==> config.mk <==
export PLATFORM = sky130hd
export DESIGN_NAME = preemptive_priority_scheduler_top
export DESIGN_NICKNAME = d
export VERILOG_FILES = /design/src/rtl/pps_pkg.sv /design/src/rtl/preemptive_priority_scheduler_top.sv /design/src/rtl/pps_mem.sv /design/src/rtl/pps_core.sv
export SDC_FILE = /design/constraint.sdc
export NUM_CORES = 1
export LEC_CHECK = 0
export BUFFER_PORTS_ARGS = -buffer_cell sky130_fd_sc_hd__buf_2
export CAP_MARGIN = 20
export CORE_MARGIN = 2
export CORE_UTILIZATION = 25
export DETAILED_ROUTE_END_ITERATION = 7
export PLACE_DENSITY = 0.37
export SYNTH_ARGS = -nofsm -noshare
export SYNTH_HDL_FRONTEND = slang
export SYNTH_SLANG_ARGS = --single-unit
==> constraint.sdc <==
create_clock -name clk -period 9.55 [get_ports clk]
set_input_delay 0.4775 -clock clk [delete_from_list [all_inputs] [get_ports clk]]
set_output_delay 0.4775 -clock clk [all_outputs]
set_load 0.02 [all_outputs]
==> src/rtl/pps_pkg.sv <==
// Shared types and constants for the preemptive priority scheduler.
`default_nettype none
package pps_pkg;

  localparam int unsigned MAX_PROCESSES_DEF = 16;
  localparam int unsigned ARR_W = 16;
  localparam int unsigned BUR_W = 16;
  localparam int unsigned PRI_W = 8;
  localparam int unsigned IDX_W = 4;
  localparam int unsigned OUT_TW = 21;

  typedef struct packed {
    logic [ARR_W-1:0] arrival_time;
    logic [BUR_W-1:0] burst_time;
    logic [PRI_W-1:0] priority_level;
    logic             last_process;
  } pps_in_t;

  typedef struct packed {
    logic [IDX_W-1:0]  process_index;
    logic [OUT_TW-1:0] completion_time;
    logic [OUT_TW-1:0] turnaround_time;
    logic [OUT_TW-1:0] waiting_time;
    logic              last_result;
  } pps_out_t;

  // One process entry as kept in the process memory.
  typedef struct packed {
    logic [ARR_W-1:0] arrival;
    logic [BUR_W-1:0] burst;
    logic [PRI_W-1:0] prio;
    logic [BUR_W-1:0] remain;
  } pps_rec_t;

  // Status from the scheduling core to the top level.
  typedef struct packed {
    logic res_valid;
    logic fin;
  } pps_stat_t;

endpackage
`default_nettype wire

==> src/rtl/preemptive_priority_scheduler_top.sv <==
// Top level of the preemptive priority scheduler: load side, process memory, core, output register.
`default_nettype none
//
//  channel | signals                      | word
//  --------+------------------------------+---------------------------------------
//  in      | in_valid, in_stall, in_data  | one process: arrival, burst, priority, last
//  out     | out_valid, out_stall, out_data | one completion: index, times, last
//
//  Load takes one word per cycle; words past MAX_PROCESSES are dropped, the
//  last flag still starts the run. During the run in_stall stays high.
//  Each scheduling step is one scan of the process memory (one read per
//  cycle, n entries), then the drain and decide states, a write-back
//  (unless the step only jumps time to an arrival) and the result and emit
//  states on a completion. A step ends at a completion or an arrival, so a
//  run has at most 2*n steps. A completion waits in the core while the
//  output register is full; out_stall therefore halts the run. Reset
//  (rst, synchronous) clears the load count, done flags and time; the
//  memory needs no clearing.
//
module preemptive_priority_scheduler_top #(
  parameter int unsigned MAX_PROCESSES = pps_pkg::MAX_PROCESSES_DEF
) (
  input  wire logic             clk,
  input  wire logic             rst,
  input  wire logic             in_valid,
  output logic                  in_stall,
  input  wire pps_pkg::pps_in_t in_data,
  output logic                  out_valid,
  input  wire logic             out_stall,
  output pps_pkg::pps_out_t     out_data
);

  localparam int unsigned IW = (MAX_PROCESSES > 1) ? $clog2(MAX_PROCESSES) : 1;
  localparam int unsigned CW = $clog2(MAX_PROCESSES + 1);

  logic               busy;
  logic [CW-1:0]      loaded;
  logic [CW-1:0]      loaded_next;
  logic               in_take;
  logic               store;
  logic               go;
  logic               res_take;

  pps_pkg::pps_rec_t  ld_rec;
  pps_pkg::pps_rec_t  mem_wdata;
  pps_pkg::pps_rec_t  mem_rdata;
  logic [IW-1:0]      mem_waddr;
  logic               mem_we;
  logic               mem_re;
  logic [IW-1:0]      mem_raddr;
  logic               core_we;
  logic [IW-1:0]      core_waddr;
  pps_pkg::pps_rec_t  core_wdata;
  pps_pkg::pps_stat_t stat;
  pps_pkg::pps_out_t  res;

  assign in_stall    = busy;
  assign in_take     = in_valid && !busy;
  assign store       = in_take && (loaded < CW'(MAX_PROCESSES));
  assign loaded_next = store ? loaded + 1'b1 : loaded;
  // An empty load starts nothing.
  assign go          = in_take && in_data.last_process && (loaded_next != '0);

  // Zero burst is served as one unit.
  always_comb begin
    ld_rec.arrival = in_data.arrival_time;
    ld_rec.burst   = (in_data.burst_time == '0) ? pps_pkg::BUR_W'(1) : in_data.burst_time;
    ld_rec.prio    = in_data.priority_level;
    ld_rec.remain  = ld_rec.burst;
  end

  // Load and core writes never overlap: the core only runs while busy.
  assign mem_we    = store || core_we;
  assign mem_waddr = busy ? core_waddr : loaded[IW-1:0];
  assign mem_wdata = busy ? core_wdata : ld_rec;

  always_ff @(posedge clk) begin
    if (rst) begin
      busy   <= 1'b0;
      loaded <= '0;
    end else if (stat.fin) begin
      busy   <= 1'b0;
      loaded <= '0;
    end else if (in_take) begin
      if (go) begin
        busy   <= 1'b1;
        loaded <= loaded_next;
      end else if (in_data.last_process) begin
        loaded <= '0;
      end else begin
        loaded <= loaded_next;
      end
    end
  end

  pps_mem #(
    .DEPTH (MAX_PROCESSES),
    .AW    (IW)
  ) u_mem (
    .clk   (clk),
    .we    (mem_we),
    .waddr (mem_waddr),
    .wdata (mem_wdata),
    .re    (mem_re),
    .raddr (mem_raddr),
    .rdata (mem_rdata)
  );

  pps_core #(
    .MAX_PROCESSES (MAX_PROCESSES),
    .IW            (IW),
    .CW            (CW)
  ) u_core (
    .clk       (clk),
    .rst       (rst),
    .go        (go),
    .count     (loaded_next),
    .take      (res_take),
    .mem_re    (mem_re),
    .mem_raddr (mem_raddr),
    .mem_rdata (mem_rdata),
    .mem_we    (core_we),
    .mem_waddr (core_waddr),
    .mem_wdata (core_wdata),
    .stat      (stat),
    .res       (res)
  );

  // Output register: refills in the cycle the previous word leaves.
  assign res_take = stat.res_valid && (!out_valid || !out_stall);

  always_ff @(posedge clk) begin
    if (rst) begin
      out_valid <= 1'b0;
    end else if (res_take) begin
      out_valid <= 1'b1;
    end else if (!out_stall) begin
      out_valid <= 1'b0;
    end
  end

  always_ff @(posedge clk) begin
    if (res_take) begin
      out_data <= res;
    end
  end

endmodule
`default_nettype wire

==> src/rtl/pps_mem.sv <==
// Process memory: one write port, one read port with registered read data.
`default_nettype none
module pps_mem #(
  parameter int unsigned DEPTH = pps_pkg::MAX_PROCESSES_DEF,
  parameter int unsigned AW    = 4
) (
  input  wire logic              clk,
  input  wire logic              we,
  input  wire logic [AW-1:0]     waddr,
  input  wire pps_pkg::pps_rec_t wdata,
  input  wire logic              re,
  input  wire logic [AW-1:0]     raddr,
  output pps_pkg::pps_rec_t      rdata
);

  pps_pkg::pps_rec_t ram [DEPTH];

  always_ff @(posedge clk) begin
    if (we) begin
      ram[waddr] <= wdata;
    end
  end

  always_ff @(posedge clk) begin
    if (re) begin
      rdata <= ram[raddr];
    end
  end

endmodule
`default_nettype wire

==> src/rtl/pps_core.sv <==
// Scheduling core: scans the process memory, picks the runner, advances time, builds results.
`default_nettype none
module pps_core #(
  parameter int unsigned MAX_PROCESSES = pps_pkg::MAX_PROCESSES_DEF,
  parameter int unsigned IW = 4,
  parameter int unsigned CW = 5
) (
  input  wire logic              clk,
  input  wire logic              rst,
  input  wire logic              go,
  input  wire logic [CW-1:0]     count,
  input  wire logic              take,
  output logic                   mem_re,
  output logic [IW-1:0]          mem_raddr,
  input  wire pps_pkg::pps_rec_t mem_rdata,
  output logic                   mem_we,
  output logic [IW-1:0]          mem_waddr,
  output pps_pkg::pps_rec_t      mem_wdata,
  output pps_pkg::pps_stat_t     stat,
  output pps_pkg::pps_out_t      res
);

  // Time must hold the latest arrival plus every burst.
  localparam int unsigned TW = $clog2((MAX_PROCESSES + 1) * (2 ** pps_pkg::ARR_W));

  typedef enum logic [2:0] {
    IDLE, ISSUE, DRAIN, DECIDE, UPDATE, RESULT, EMIT
  } state_t;

  state_t                     state;
  logic [CW-1:0]              n;
  logic [CW-1:0]              finished;
  logic [CW-1:0]              issue_idx;
  logic                       chk_valid;
  logic [IW-1:0]              chk_idx;
  logic [TW-1:0]              cur_time;
  logic [MAX_PROCESSES-1:0]   done;
  logic                       have_best;
  logic                       have_next;
  logic [IW-1:0]              best_idx;
  pps_pkg::pps_rec_t          best_rec;
  logic [pps_pkg::ARR_W-1:0]  next_arr;
  logic [pps_pkg::BUR_W-1:0]  run;

  logic [TW-1:0]              delta;
  logic [pps_pkg::BUR_W-1:0]  new_rem;
  logic                       arrived;

  assign delta   = TW'(next_arr) - cur_time;
  assign new_rem = best_rec.remain - run;
  assign arrived = TW'(mem_rdata.arrival) <= cur_time;

  assign mem_re    = (state == ISSUE);
  assign mem_raddr = issue_idx[IW-1:0];
  assign mem_we    = (state == UPDATE);
  assign mem_waddr = best_idx;

  always_comb begin
    mem_wdata        = best_rec;
    mem_wdata.remain = new_rem;
  end

  assign stat.res_valid = (state == EMIT);
  assign stat.fin       = (state == EMIT) && take && res.last_result;

  always_ff @(posedge clk) begin
    if (rst) begin
      state     <= IDLE;
      n         <= '0;
      finished  <= '0;
      issue_idx <= '0;
      chk_valid <= 1'b0;
      cur_time  <= '0;
      done      <= '0;
      have_best <= 1'b0;
      have_next <= 1'b0;
    end else begin
      chk_valid <= (state == ISSUE);
      chk_idx   <= issue_idx[IW-1:0];

      // Fold each returning entry into the running best / next-arrival pick.
      if (chk_valid && !done[chk_idx]) begin
        if (arrived) begin
          if (!have_best || mem_rdata.prio < best_rec.prio) begin
            have_best <= 1'b1;
            best_idx  <= chk_idx;
            best_rec  <= mem_rdata;
          end
        end else if (!have_next || mem_rdata.arrival < next_arr) begin
          have_next <= 1'b1;
          next_arr  <= mem_rdata.arrival;
        end
      end

      unique case (state)
        IDLE: begin
          if (go) begin
            n         <= count;
            finished  <= '0;
            cur_time  <= '0;
            done      <= '0;
            issue_idx <= '0;
            have_best <= 1'b0;
            have_next <= 1'b0;
            state     <= ISSUE;
          end
        end
        ISSUE: begin
          issue_idx <= issue_idx + 1'b1;
          if (issue_idx + 1'b1 == n) begin
            state <= DRAIN;
          end
        end
        DRAIN: begin
          state <= DECIDE;
        end
        DECIDE: begin
          if (!have_best) begin
            // nothing ready: jump to the next arrival and rescan
            cur_time  <= TW'(next_arr);
            issue_idx <= '0;
            have_next <= 1'b0;
            state     <= ISSUE;
          end else begin
            if (have_next && delta < TW'(best_rec.remain)) begin
              run <= delta[pps_pkg::BUR_W-1:0];
            end else begin
              run <= best_rec.remain;
            end
            state <= UPDATE;
          end
        end
        UPDATE: begin
          cur_time  <= cur_time + TW'(run);
          issue_idx <= '0;
          have_best <= 1'b0;
          have_next <= 1'b0;
          if (new_rem == '0) begin
            done[best_idx] <= 1'b1;
            finished       <= finished + 1'b1;
            state          <= RESULT;
          end else begin
            state <= ISSUE;
          end
        end
        RESULT: begin
          res.process_index   <= pps_pkg::IDX_W'(best_idx);
          res.completion_time <= pps_pkg::OUT_TW'(cur_time);
          res.turnaround_time <= pps_pkg::OUT_TW'(cur_time - TW'(best_rec.arrival));
          res.waiting_time    <= pps_pkg::OUT_TW'(cur_time - TW'(best_rec.arrival)
                                                  - TW'(best_rec.burst));
          res.last_result     <= (finished == n);
          state               <= EMIT;
        end
        EMIT: begin
          if (take) begin
            state <= res.last_result ? IDLE : ISSUE;
          end
        end
        default: state <= IDLE;
      endcase
    end
  end

endmodule
`default_nettype wire

* After elaboration in Yosys (flattened, before gate mapping)
Memories as Yosys holds them, arrays and structs flattened. A register that Yosys moved wholly into a read port is not among the register bits.
Index checks and enable logic that the tools add are counted.
** Operators by class
- Add/sub/neg operators :: 8
- $mul :: 0
- Divide/modulo/power cells :: 0
- Order comparisons :: 8
- Equality and inequality tests :: 14
- Shift operators :: 0
- Mux-type cells :: 44
- Bitwise gates (word level) :: 3
- Reductions and logical operators :: 38
** Operator list (number)
- $mux 16 :: 4
- $pmux 21 s3 :: 1
- $mux 56 :: 1
- $mux 21 :: 2
- $sub 21x16->21 :: 2
- $logic_not 16->1 :: 2
- $pmux 16 s2 :: 1
- $mux 5 :: 6
- $add 21x16->21 :: 1
- $le 16x21->1 :: 1
- $lt 21x16->1 :: 1
- $pmux 3 s7 :: 1
- $sub 16x21->21 :: 1
- $pmux 5 s4 :: 1
- $lt 16x16->1 :: 1
- $mux 1 :: 16
- $or 16x16->16 :: 1
- $sub 16x16->16 :: 1
- $add 5x1->5 const B :: 3
- $mux 3 :: 5
- $reduce_and 3->1 :: 5
- $eq 5x5->1 :: 2
- $logic_and 1x1->1 :: 10
- $lt 4x5->1 const B :: 2
- other kinds (25) :: 44
** Word-level totals
- Flip-flop bits (word level) :: 297
- Latch bits :: 0
- Memory bits (writable) :: 896
- Bits in read-only memories :: 0
- Input bits :: 45
- Output and inout port bits :: 70
- Word-level logic and storage cells :: 146
- Memories kept :: 1
** Memory list
- u_mem.ram :: words 16, bits a word 56, rd ports 1, clocked after memory_dff 1, wr ports 1, line pps_mem.sv:16 : pps_pkg::pps_rec_t ram [DEPTH];

* Longest topological paths before layout
- Depth after elaboration :: 8
- Mapped depth :: 19
- Gate-level depth less buffers :: 18

* Cells and area by module
A second synthesis with hierarchy kept.
** Second synthesis, totals
- Cells, all modules :: 2943
- Area, all modules :: 51812.2 um^2
** By module, submodules not included
- pps_mem :: times used 1, cells each 1445, area an instance 35238.8 um^2
- pps_core :: times used 1, cells each 1268, area an instance 13441.6 um^2
- preemptive_priority_scheduler_top :: times used 1, cells each 230, area an instance 3131.8 um^2

* Worst setup path after synthesis
No wires, ideal clock.
- Kind :: reg2reg
- From :: reg u_core.cur_time[1]
- To :: reg u_core.best_rec[0] (netlist name), enable pin
- Setup time :: 568 ps
- Arrival :: 6432 ps
- Slack :: 2551 ps
- Stages on the path, launching flop included :: 12
- Buffers on the path :: 0
- Period minus slack after synthesis :: 6999 ps
- Path through :: dfxtp_1 -> inv_1 -> ha_1 -> nor2b_1 -> o21a_1 -> o21a_1 -> o21ai_0 -> a21oi_1 -> o31ai_1 -> a211oi_1 -> nand2b_1 -> a211oi_1
** On the way
- Longest elaborated chain between the ends :: 2
** Ends and longest elaborated chain
- start: declaration :: line pps_core.sv:36 : logic [TW-1:0] cur_time;
- start signal: assignment :: line pps_core.sv:120 : cur_time <= TW'(next_arr);
- start signal: assignment :: line pps_core.sv:134 : cur_time <= cur_time + TW'(run);
- $le 16x21->1 :: line pps_core.sv:51 : assign arrived = TW'(mem_rdata.arrival) <= cur_time;
- $reduce_and 4->1 (no line)
- end signal: assignment :: line pps_core.sv:87 : best_rec <= mem_rdata;
- end: declaration :: line pps_core.sv:41 : pps_pkg::pps_rec_t best_rec;
No other way between the ends.
A chain may end at the register's enable or synchronous reset.

* Worst setup path in the final report
- From :: reg u_core.cur_time[1]
- To :: reg u_core.run[2] (netlist name), data pin
** On the way
- Longest elaborated chain between the ends :: 4
** Ends and longest elaborated chain
- $sub 16x21->21 (*) :: line pps_core.sv:49 : assign delta = TW'(next_arr) - cur_time;
- $lt 21x16->1 :: line pps_core.sv:125 : if (have_next && delta < TW'(best_rec.remain)) begin
- $logic_and 1x1->1 :: line pps_core.sv:125
- $mux 16 (*) :: line pps_core.sv:125
- end signal: assignment :: line pps_core.sv:126 : run <= delta[pps_pkg::BUR_W-1:0];
- end signal: assignment :: line pps_core.sv:128 : run <= best_rec.remain;
- end: declaration :: line pps_core.sv:43 : logic [pps_pkg::BUR_W-1:0] run;
Mark *: on every way between the ends. The rest lies on a longest branch, timed or not.

==> impl_metrics.toml <==
[worst_hold_path]
hp-class = "input port to register"

[floorplanning]
die_y_um = 458
dieArea_um2 = 210000
placementRows = 166
initial_utilization = 0.252
core_area_um2 = 205000
io_pins = 115
fp.dieW_um = 458

[setup_path]
cp-end-kind = "register"
crit_required_ps = 10070
regToRegEndpoint = "u_core.run[2]"
cp.depth = 17
cp-endpoint = "u_core.run[2]"
r2r_start = "u_core.cur_time[1]"
rrSetupSlack_ps = 4160
crit_chain = "inv_1 > ha_1 > nor2b_1 > o2111a_1 > nor3_1 > nand2b_1 > o21bai_1 > a21oi_1 > xnor2_1 > ha_1 > a21o_1 > a211o_1 > a2111oi_0 > nor3_1 > a21oi_1 > nand4_1 > mux2_2"
cp-start-kind = "register"
worst-r2r-cell-count = 17
max_stage_delay_ps = 790
worstPathArrival_ps = 5910
path_buf_inv = 1
cp-startpoint = "u_core.cur_time[1]"
critPathTopFamily = "compound AO/OA/AOI/OAI gates"
path_class = "register to register"
crit_path_top_delay_cell = "nand4_1"
cp_max_fo = 16

[placement]
gp_congestion = 0.818
port_buffers = 114
dp_slack_ps = 4150
dp_cells = 5552
place_hpwl_mm = 94.1

[routing]
drt_iter0_markers = 1842
viasPerCell = 4.61
routed_wl_mm = 152
ant_nets = 0
drtPass1Iterations = 5
drc = 0
vias = 26800
wl_per_cell_um = 26.2

[pwr]
p_leak_uw = 0.0195
finalPower_uw = 13300
peakVddDrop_v = 0.000180
power_density_nw_per_um2 = 220

[yosys]
ys_seq_area_frac = 0.714
synthSimpleGateAreaFrac = 0.0376
synth_fp_nets = 2967
synth_adder_area_share = 0.0346
syn_area_um2 = 51600
synth_top_family_by_area = "multiplexers"
synth_edf_count = 1184
yosys_warnings = 0
ys_async_sr_fraction = 0
synth_compound_area_frac = 0.0468
yosysUniqueCellTypes = 86
synth_cells = 2782
synth_ff_type = "edfxtp_1"
ys_ff_latch = 1249
syn_area_per_cell_um2 = 18.6
synthXorXnorAreaFrac = 0.0144
synthMuxAreaShare = 0.136

[sta]
drv_slew = 0
setup_tns_ps = 0
rsz0062_at_grt = "no"
fmax_ghz = 0.186
hold_violations = 0
finalWorstSetupSlack_ps = 4160
fin_skew_ps = 28.4
period_needed_ps = 5390
slew_headroom = 0.250
setup_viol_count_final = 0
fin_crit_sh = 0.564
tightest_slew_ps = 1130
whs_ps = 120

[grt]
antenna_found_initial = 6
grt_start_max_net_pins = 125
grt_pass1_vias = 28700
grt_pass1_wl_mm = 216
track_usage = 0.144
grt-ovfl-total = 0

[final_layout]
fin_cells = 5807
drive_above_1_share = 0.246
areaGrowthSynthToFinish_pct = 16.8
final_common_cell = "edfxtp_1"
fin_nets = 3196
final_cell_mix = "edfxtp_1 (1184), mux4_2 (285), clkbuf_16 (146)"

[cts]
root_buffer = "clkbuf_16"
postCtsSetupBuffers = 0
cts_tree = "yes"
htree_levels = 4
cts.reportedPaths.clkPinSlew_ps = 60
clockBufferDepth = 3
worstSkewPairLatency_ps = 790
numCtsBuffers = 143
cts.sinks = 1249

[run_status]
status = "complete, no violations"

[flow_run]
drv.max_cap_violation_count = 0
==> registers in the layout (all words and copies together) (netlist names) <==
name and count:
loaded 5, u_core.have_best 1, u_core.chk_idx 4, out_data 68, u_core.res 68, in_stall 1
u_core.n 5, u_core.chk_valid 1, u_core.mem_waddr 4, u_core.next_arr 16, u_core.issue_idx 5, u_core.cur_time 21
u_core.run 16, out_valid 1, u_core.best_rec 16, u_core.have_next 1, u_mem.rdata 56, u_core.mem_wdata 40
u_core.finished 5, u_mem.ram 896, u_core.state 3, u_core.done 16
==> Yosys cell counts (13+ instances only) <==
library cell  number  area (um^2)
nand3_1           21          105
nor3_1            29          145
or3_1             19          119
inv_1            126          473
nand2b_1          18          113
buf_1             33          124
nor2_1           118          443
nor2b_1           17          106
mux2_2            41          462
a21oi_1           73          365
o21a_1            14          105
o21ai_0           50          250
a211oi_1          32          240
clkbuf_1          66          248
ha_1             135         1690
dfxtp_1           65         1300
xor2_1            26          228
edfxtp_1        1184        35600
nand2_1          112          420
mux4_2           285         6420
o41ai_1           13          114
a21o_1            47          353
xnor2_1           59          517
==> worst reg2reg max path, delay by kind of cell (launching register included) <==
| family | cells | cell delay [ps] |
|---|---|---|
| multiplexers | 1 | 600 |
| AO/OA/AOI/OAI | 7 | 1720 |
| flip-flops | 1 | 500 |
| buffers and inverters | 1 | 170 |
| adder cells (fa/ha/maj) | 2 | 520 |
| AND/OR/NAND/NOR | 5 | 1530 |
| XOR/XNOR | 1 | 120 |
==> timing repair <==
action / in CTS / in global routing
gates resized for setup: 0 / 0
hold endpoints to repair: 1 / 0
hold buffers: 1 / 0
==> power by group <==
group          switching, uW  internal, uW
Combinational            951           708
Clock                   2240          2970
Sequential               121          6280
Total                   3320          9960
==> metal layers <==
| metal | track usage | vias to the layer above | routed length [um] |
|---|---|---|---|
| li1 | - | 11700 | - |
| met1 | 0.191 | 14400 | 68400 |
| met2 | 0.246 | 471 | 75900 |
| met3 | 0.0212 | 181 | 4860 |
| met4 | 0.0354 | 6 | 2740 |
| met5 | 0 | - | 39 |
==> logic make-up after synthesis <==
kind of cell               after synthesis
DFF                                   1249
muxes                                  338
and+or+nand+nor                        401
xor gates and xnor gates                85
buffers and inverters                  231
AOI/OAI and AO/OA                      338
adders and majority gates              140
==> metrics by stage <==
stage / util / area [um^2]
3_3_place_gp: 0.272 / 55800
4_1_cts: 0.294 / 60300
2_1_floorplan: - / 51600
5_1_grt: 0.294 / 60300
3_5_place_dp: 0.273 / 55900
6_report: 0.294 / 60300
==> worst min path at each step <==
stage | depth (start not counted) | end | from
4_1_cts | 5 | in_stall | in_data[0]
5_1_grt | 5 | in_stall | in_data[0]
3_5_place_dp | 0 | out_data[26] | u_core.res[26]
3_3_place_gp | 0 | u_core.mem_wdata[32] | u_mem.rdata[32]
6_report | 5 | in_stall | in_data[0]
2_1_floorplan | 0 | out_data[10] | u_core.res[10]
==> layout make-up <==
cell class / count / area, um^2
fillers: 20100 / 145000
flip-flops and latches: 1249 / 36900
multi-input cells: 1302 / 14000
clock buffers: 179 / 3820
well taps: 2688 / 3360
repair buffers: 188 / 1150
clock inverters: 72 / 582
inverters: 127 / 478
diodes: 2 / 5.00
Note: power is estimated with default switching activity, not from simulation.
